`src/hdl/lsf_pkg.sv`:
```
`timescale 1ns / 1ps
// Shared types and constants for the least-squares line fit unit.
// Depends on nothing; every other file of the block imports it.
package lsf_pkg;

    // Default and largest run length; record widths are sized for the largest.
    localparam int MAX_POINTS_DEF = 128;
    localparam int MAX_POINTS_HI  = 4096;
    localparam int HI_LOG_W       = $clog2(MAX_POINTS_HI);

    localparam int RUN_CNT_W = $clog2(MAX_POINTS_HI + 1);
    localparam int RUN_SX_W  = 24 + HI_LOG_W;
    localparam int RUN_SXX_W = 47 + HI_LOG_W;
    localparam int RUN_SXY_W = 48 + HI_LOG_W;

    // Width of the arithmetic in the back end, and the limit for the radicand.
    localparam int WIDE_W     = 128;
    localparam int SQ_LIM_BIT = 62;

    typedef enum logic [1:0] {
        FIT_OK   = 2'd0,
        FIT_FEW  = 2'd1,
        FIT_NO_X = 2'd2,
        FIT_NO_Y = 2'd3
    } t_fit_status;

    typedef struct packed {
        logic signed [23:0] point_x;
        logic signed [23:0] point_y;
        logic               last_point;
    } t_point;

    typedef struct packed {
        logic signed [31:0] slope;
        logic signed [31:0] intercept;
        logic signed [23:0] start_x;
        logic signed [23:0] end_x;
        logic signed [15:0] correlation;
        t_fit_status        fit_status;
    } t_fit;

    // One finished run, handed from the front end to the back end.
    typedef struct packed {
        logic        [RUN_CNT_W-1:0] count;
        logic signed [RUN_SX_W-1:0]  sum_x;
        logic signed [RUN_SX_W-1:0]  sum_y;
        logic        [RUN_SXX_W-1:0] sum_xx;
        logic        [RUN_SXX_W-1:0] sum_yy;
        logic signed [RUN_SXY_W-1:0] sum_xy;
        logic signed [23:0]          first_x;
        logic signed [23:0]          end_x;
    } t_run;

    typedef enum logic [3:0] {
        ST_IDLE,
        ST_MLOAD,
        ST_MUL,
        ST_ACC,
        ST_EVAL,
        ST_DLOAD,
        ST_DIV,
        ST_DFIN,
        ST_SHIFT,
        ST_SQRT,
        ST_DONE
    } t_state;

    typedef enum logic [1:0] {
        DIV_SLOPE,
        DIV_ICPT,
        DIV_CORR
    } t_div_sel;

    typedef struct packed {
        logic pop;
        logic out_load;
        logic mul_last;
        logic div_last;
        logic sqrt_last;
        logic need_shift;
    } t_back_ctl;

endpackage

```
`src/hdl/lsf_queue.sv`:
```
`timescale 1ns / 1ps
// Two-entry queue of finished runs between the front and the back end.
// Uses lsf_pkg for the run record.
module lsf_queue
    import lsf_pkg::*;
(
    input  logic i_clk,
    input  logic i_rst_n,
    input  logic i_push,
    input  t_run i_run,
    input  logic i_pop,
    output t_run o_run,
    output logic o_empty,
    output logic o_full
);

    t_run       r_mem [2];
    logic       r_wptr;
    logic       r_rptr;
    logic [1:0] r_fill;

    assign o_run   = r_mem[r_rptr];
    assign o_empty = r_fill == 2'd0;
    assign o_full  = r_fill == 2'd2;

    always_ff @(posedge i_clk) begin
        if (i_push) begin
            r_mem[r_wptr] <= i_run;
        end
    end

    always_ff @(posedge i_clk) begin
        if (!i_rst_n) begin
            r_wptr <= 1'b0;
            r_rptr <= 1'b0;
            r_fill <= 2'd0;
        end else begin
            if (i_push) begin
                r_wptr <= !r_wptr;
            end
            if (i_pop) begin
                r_rptr <= !r_rptr;
            end
            if (i_push && !i_pop) begin
                r_fill <= r_fill + 2'd1;
            end else if (i_pop && !i_push) begin
                r_fill <= r_fill - 2'd1;
            end
        end
    end

endmodule

```
`config.mk`:
```
export PLATFORM = sky130hd
export DESIGN_NAME = lsf_queue
export DESIGN_NICKNAME = d
export VERILOG_FILES = /design/src/hdl/lsf_pkg.sv /design/src/hdl/lsf_queue.sv
export SDC_FILE = /design/constraint.sdc
export NUM_CORES = 1
export LEC_CHECK = 0
export BUFFER_PORTS_ARGS = -buffer_cell sky130_fd_sc_hd__clkbuf_2
export CAP_MARGIN = 10
export CORE_ASPECT_RATIO = 0.75
export CORE_MARGIN = 8
export CORE_UTILIZATION = 35
export DETAILED_ROUTE_END_ITERATION = 7
export GPL_ROUTABILITY_DRIVEN = 0
export PLACE_DENSITY = 0.61
export SYNTH_ARGS = -nofsm -noshare
export SYNTH_HDL_FRONTEND = slang
export SYNTH_SLANG_ARGS = --single-unit
export TNS_END_PERCENT = 20
```
`constraint.sdc`:
```
create_clock -name i_clk -period 20.6 [get_ports i_clk]
set_input_delay 0 -clock i_clk [delete_from_list [all_inputs] [get_ports i_clk]]
set_output_delay 0 -clock i_clk [all_outputs]
set_load 0.01 [all_outputs]
```
# Yosys cells after proc, flatten, opt, wreduce, memory -nomap -nowiden
# Memory sizes are Yosys's and may differ from the RTL's. A register that Yosys moved wholly into a read port is not among the register bits.
# Index checks and enable logic that the tools add are counted.
# W data, S select, Z words.
# op_classes
n_addsub	2
reduce_logical	8
n_mux	6
eq_ne	1
# op_table
cell	count
$logic_not A1 Y1	4
$mux W1	4
$mux W2	2
$add A2 B1 Y2 const B	1
$eq A2 B2 Y1 const B	1
$logic_and A1 B1 Y1	2
$logic_not A2 Y1	1
$reduce_bool A2 Y1	1
$sub A2 B1 Y2 const B	1
# totals
word_cells	21
n_memories	1
output_inout_bits	313
in_bits	315
mem_bits_rw	622
register_bits	4
# mem_list
name	words	width	rd	rd_clocked_by_memory_dff	wr	line	rtl
r_mem	2	311	1	1	1	lsf_queue.sv:17	t_run r_mem [2];

# Logic depth before layout (Yosys ltp)
# depth
depth_word	4
depth_mapped	5

# Worst setup path before layout
# No wires, ideal clock.
# synth_path
kind	reg2reg
start	register r_wptr
end	register r_wptr
n_path_buf	0
path_stages_with_launch	3
slack_ns	5.535
synth_period_minus_slack_ns	15.065
t_arrival_ns	14.942
setup_ns	0.122
cell_sequence	dfxtp_1 > nor2b_1 > o21a_1
# synth_between
elab_chain_len	1
# synth_rtl
item	line	rtl
from (decl)	lsf_queue.sv:18	logic r_wptr;
from (signal assigned)	lsf_queue.sv:39	r_wptr <= !r_wptr;
$logic_not A1 Y1	lsf_queue.sv:39	
# Every way passes these cells.
# A chain may end at the register's enable or synchronous reset.

# Worst setup path after layout
# layout_path
start	register r_wptr
end	memory r_mem[0][273] in the netlist's numbering (enable)
# layout_lines
item	line
to (decl)	lsf_queue.sv:17
# Straight into the memory's write port.

==> results.sh <==
export IMPL_status="finished clean"
export IMPL_grt_pass1_wl_um=83600
export IMPL_period_share=0.164
export IMPL_grt_pass1_vias=14300
export IMPL_netlist_area_mm2=0.0229
export IMPL_dieWidth_um=312
export IMPL_insertion_delay_ps=590
export IMPL_wl_per_cell_um=19.3
export IMPL_synth_seq_cells=627
export IMPL_dr_pass1_iters=6
export IMPL_vias_per_cell=4.41
export IMPL_p_leak_nw=12.2
export IMPL_io_pins=628
export IMPL_rsz0062_at_grt="false"
export IMPL_layout_nets=2288
export IMPL_rows=81
export IMPL_crit_fanout=69
export IMPL_max_cap_viol_count=0
export IMPL_setup_violations=0
export IMPL_path_class="flop to flop"
export IMPL_grt_overflow_total=0
export IMPL_dpl_worst_slack_ps=17110
export IMPL_crit_path_top_delay_cell="buf_4"
export IMPL_period_minus_slack_ps=3380
export IMPL_drt_iter0_markers=671
export IMPL_synthAdderAreaFrac=0.000546
export IMPL_max_freq_mhz=296
export IMPL_clkSinkCount=627
export IMPL_finalPower_mw=2.96
export IMPL_antenna_left=0
export IMPL_path_cells="nor2b_4, buf_4, buf_4, buf_4"
export IMPL_worst_slack_ps=17220
export IMPL_postCtsSetupBuffers=0
export IMPL_cts_tree="yes"
export IMPL_postSynthAreaPerCell_um2=23.2
export IMPL_synthMuxAreaShare=0.159
export IMPL_crit_family="buffers and inverters"
export IMPL_drc=0
export IMPL_relSlewSlack=0.221
export IMPL_cts_buffers=60
export IMPL_die_y_um=238
export IMPL_synthesis_nets=1306
export IMPL_cp_common_cell="buf_4"
export IMPL_report_final_hold_viol_count=0
export IMPL_slowest_delay_ps=820
export IMPL_setup_tns_ps=0
export IMPL_yosysSeqAreaShare=0.819
export IMPL_hpwl_um=37500
export IMPL_worst_slew_pin_slew_ps=1170
export IMPL_p_per_area_mw_per_mm2=92.2
export IMPL_antenna_found_initial=2
export IMPL_finClkSkew_ps=8.40
export IMPL_synthSimpleGateAreaFrac=0.00235
export IMPL_yosys_warnings=0
export IMPL_synthXorXnorAreaFrac=0.00115
export IMPL_ys_types=18
export IMPL_design_core_area_mm2=0.0650
export IMPL_whs_ps=136
export IMPL_clockBufferDepth=3
export IMPL_hold_path_class="input port to flop"
export IMPL_dieArea_mm2=0.0740
export IMPL_syn_to_final_growth_pct=40.0
export IMPL_synth_top_family_by_area="multiplexers"
export IMPL_io_buffer_count=627
export IMPL_startpoint_type="flop"
export IMPL_cp_depth=4
export IMPL_instances_no_fill=2894
export IMPL_path_clk_slew_ps=60
export IMPL_rr_worst_depth=4
export IMPL_htree_levels=2
export IMPL_synth_compound_area_share=0.000873
export IMPL_wirelength_um=55800
export IMPL_track_usage=0.142
export IMPL_crit_path_end_kind="flop"
export IMPL_drv_slew=0
export IMPL_syn_inst=990
export IMPL_dp_cells=2465
export IMPL_grt_max_degree=145
export IMPL_ir_worst_vdd_mv=0.0592
export IMPL_start_util=0.353
export IMPL_worstPathRequired_ps=20810
export IMPL_drive_above_1_share=0.509
export IMPL_cp_arrival_ps=3590
export IMPL_cts_root_buf="clkbuf_16"
export IMPL_vias=12800
export IMPL_fillCellCount=5390
export IMPL_min_path_cells=2
export IMPL_critPathBufInv=3
metrics by stage:
| step | instance area, um2 | utilization |
|---|---|---|
| floorplan | 22900 | - |
| global placement | 26900 | 0.414 |
| detailed placement | 26900 | 0.414 |
| CTS | 32100 | 0.494 |
| global route | 32100 | 0.494 |
| finish | 32100 | 0.494 |
Yosys cell counts:
cell      count  area, um2
a21boi_0      1       7.51
and2_1        4       25.0
buf_2         3       15.0
buf_6        32        360
dfxtp_1       5        100
edfxtp_1    622      18700
ha_1          1       12.5
inv_1         1       3.75
mux2_1       16        180
mux2_2      255       2870
mux2_4       40        601
nor2_1        1       3.75
nor2b_1       3       18.8
o21a_1        1       7.51
o21ai_0       1       5.00
or3_1         1       6.26
xnor2_1       1       8.76
xor2_1        2       17.5
cells in the final DEF (no fill, tap or decap), drive strengths merged:
master	instances
ha	1
diode	1
or3	1
nor2b	3
a21boi	1
inv	2
mux2	311
o21a	1
xnor2	1
clkinv	25
clkbuf	700
edfxtp	622
xor2	2
o21ai	1
buf	12
dfxtp	5
nor2	1
clkinvlp	4
bufinv	9
and2	4
dlygate4sd3	316
area by class of cell:
| class | count | area [um2] | share of cell area |
|---|---|---|---|
| inverter | 1 | 3.75 | 0.000117 |
| antenna | 1 | 2.50 | 0.0000780 |
| sequential | 627 | 18800 | 0.585 |
| multi-input combinational | 327 | 3770 | 0.118 |
| clock inverter | 39 | 443 | 0.0138 |
| tap | 871 | 1090 | 0.0340 |
| clock buffer | 73 | 1580 | 0.0493 |
| timing repair buffer | 955 | 6400 | 0.200 |
path summary, 6_finish.rpt:
kind              slack (ps)       endpoint      start
setup / recovery       17220  r_mem[0][273]     r_wptr
hold / removal           140   r_mem[0][74]  i_run[74]
setup reg to reg       17220  r_mem[0][273]     r_wptr
hold reg to reg          520      r_fill[1]  r_fill[1]
kinds of logic (layout without fill, tap and decap cells):
kind of cell | Yosys count | in the layout
AO/OA/AOI/OAI | 3 | 3
AND/OR/NAND/NOR | 9 | 9
XOR/XNOR | 3 | 3
other | 0 | 1
flip-flops | 627 | 627
multiplexers | 311 | 311
buffers and inverters | 36 | 1068
adder cells (fa/ha/maj) | 1 | 1
flip-flops by register name (all words and copies together) (netlist names), named ones only:
register / flops
r_fill: 2
r_mem: 622
r_rptr: 1
r_wptr: 1
worst reg2reg max path: stages (launching register included):
cell	delay, ps
dfxtp_1	340
nor2b_4	370
buf_4	590
buf_4	730
buf_4	880
report_power, final:
group / switching (mW) / internal, mW
combinational: 0.175 / 0.172
clock: 0.459 / 0.660
sequential: 0.0169 / 1.48
layer usage:
layer / share of wire / vias to the layer above / routed length [um] / GRT usage
met5: 0 / - / 0 / 0
met4: 0.034 / 0 / 1870 / 0.0505
met3: 0.062 / 109 / 3470 / 0.0401
met2: 0.53 / 394 / 29800 / 0.265
met1: 0.37 / 6321 / 20700 / 0.154
li1: - / 5934 / - / -
repair_timing:
action	CTS	global route
resized for setup	0	0
hold endpoints to repair	638	0
hold buffers	316	0
Power figures use the tool's default switching activity.
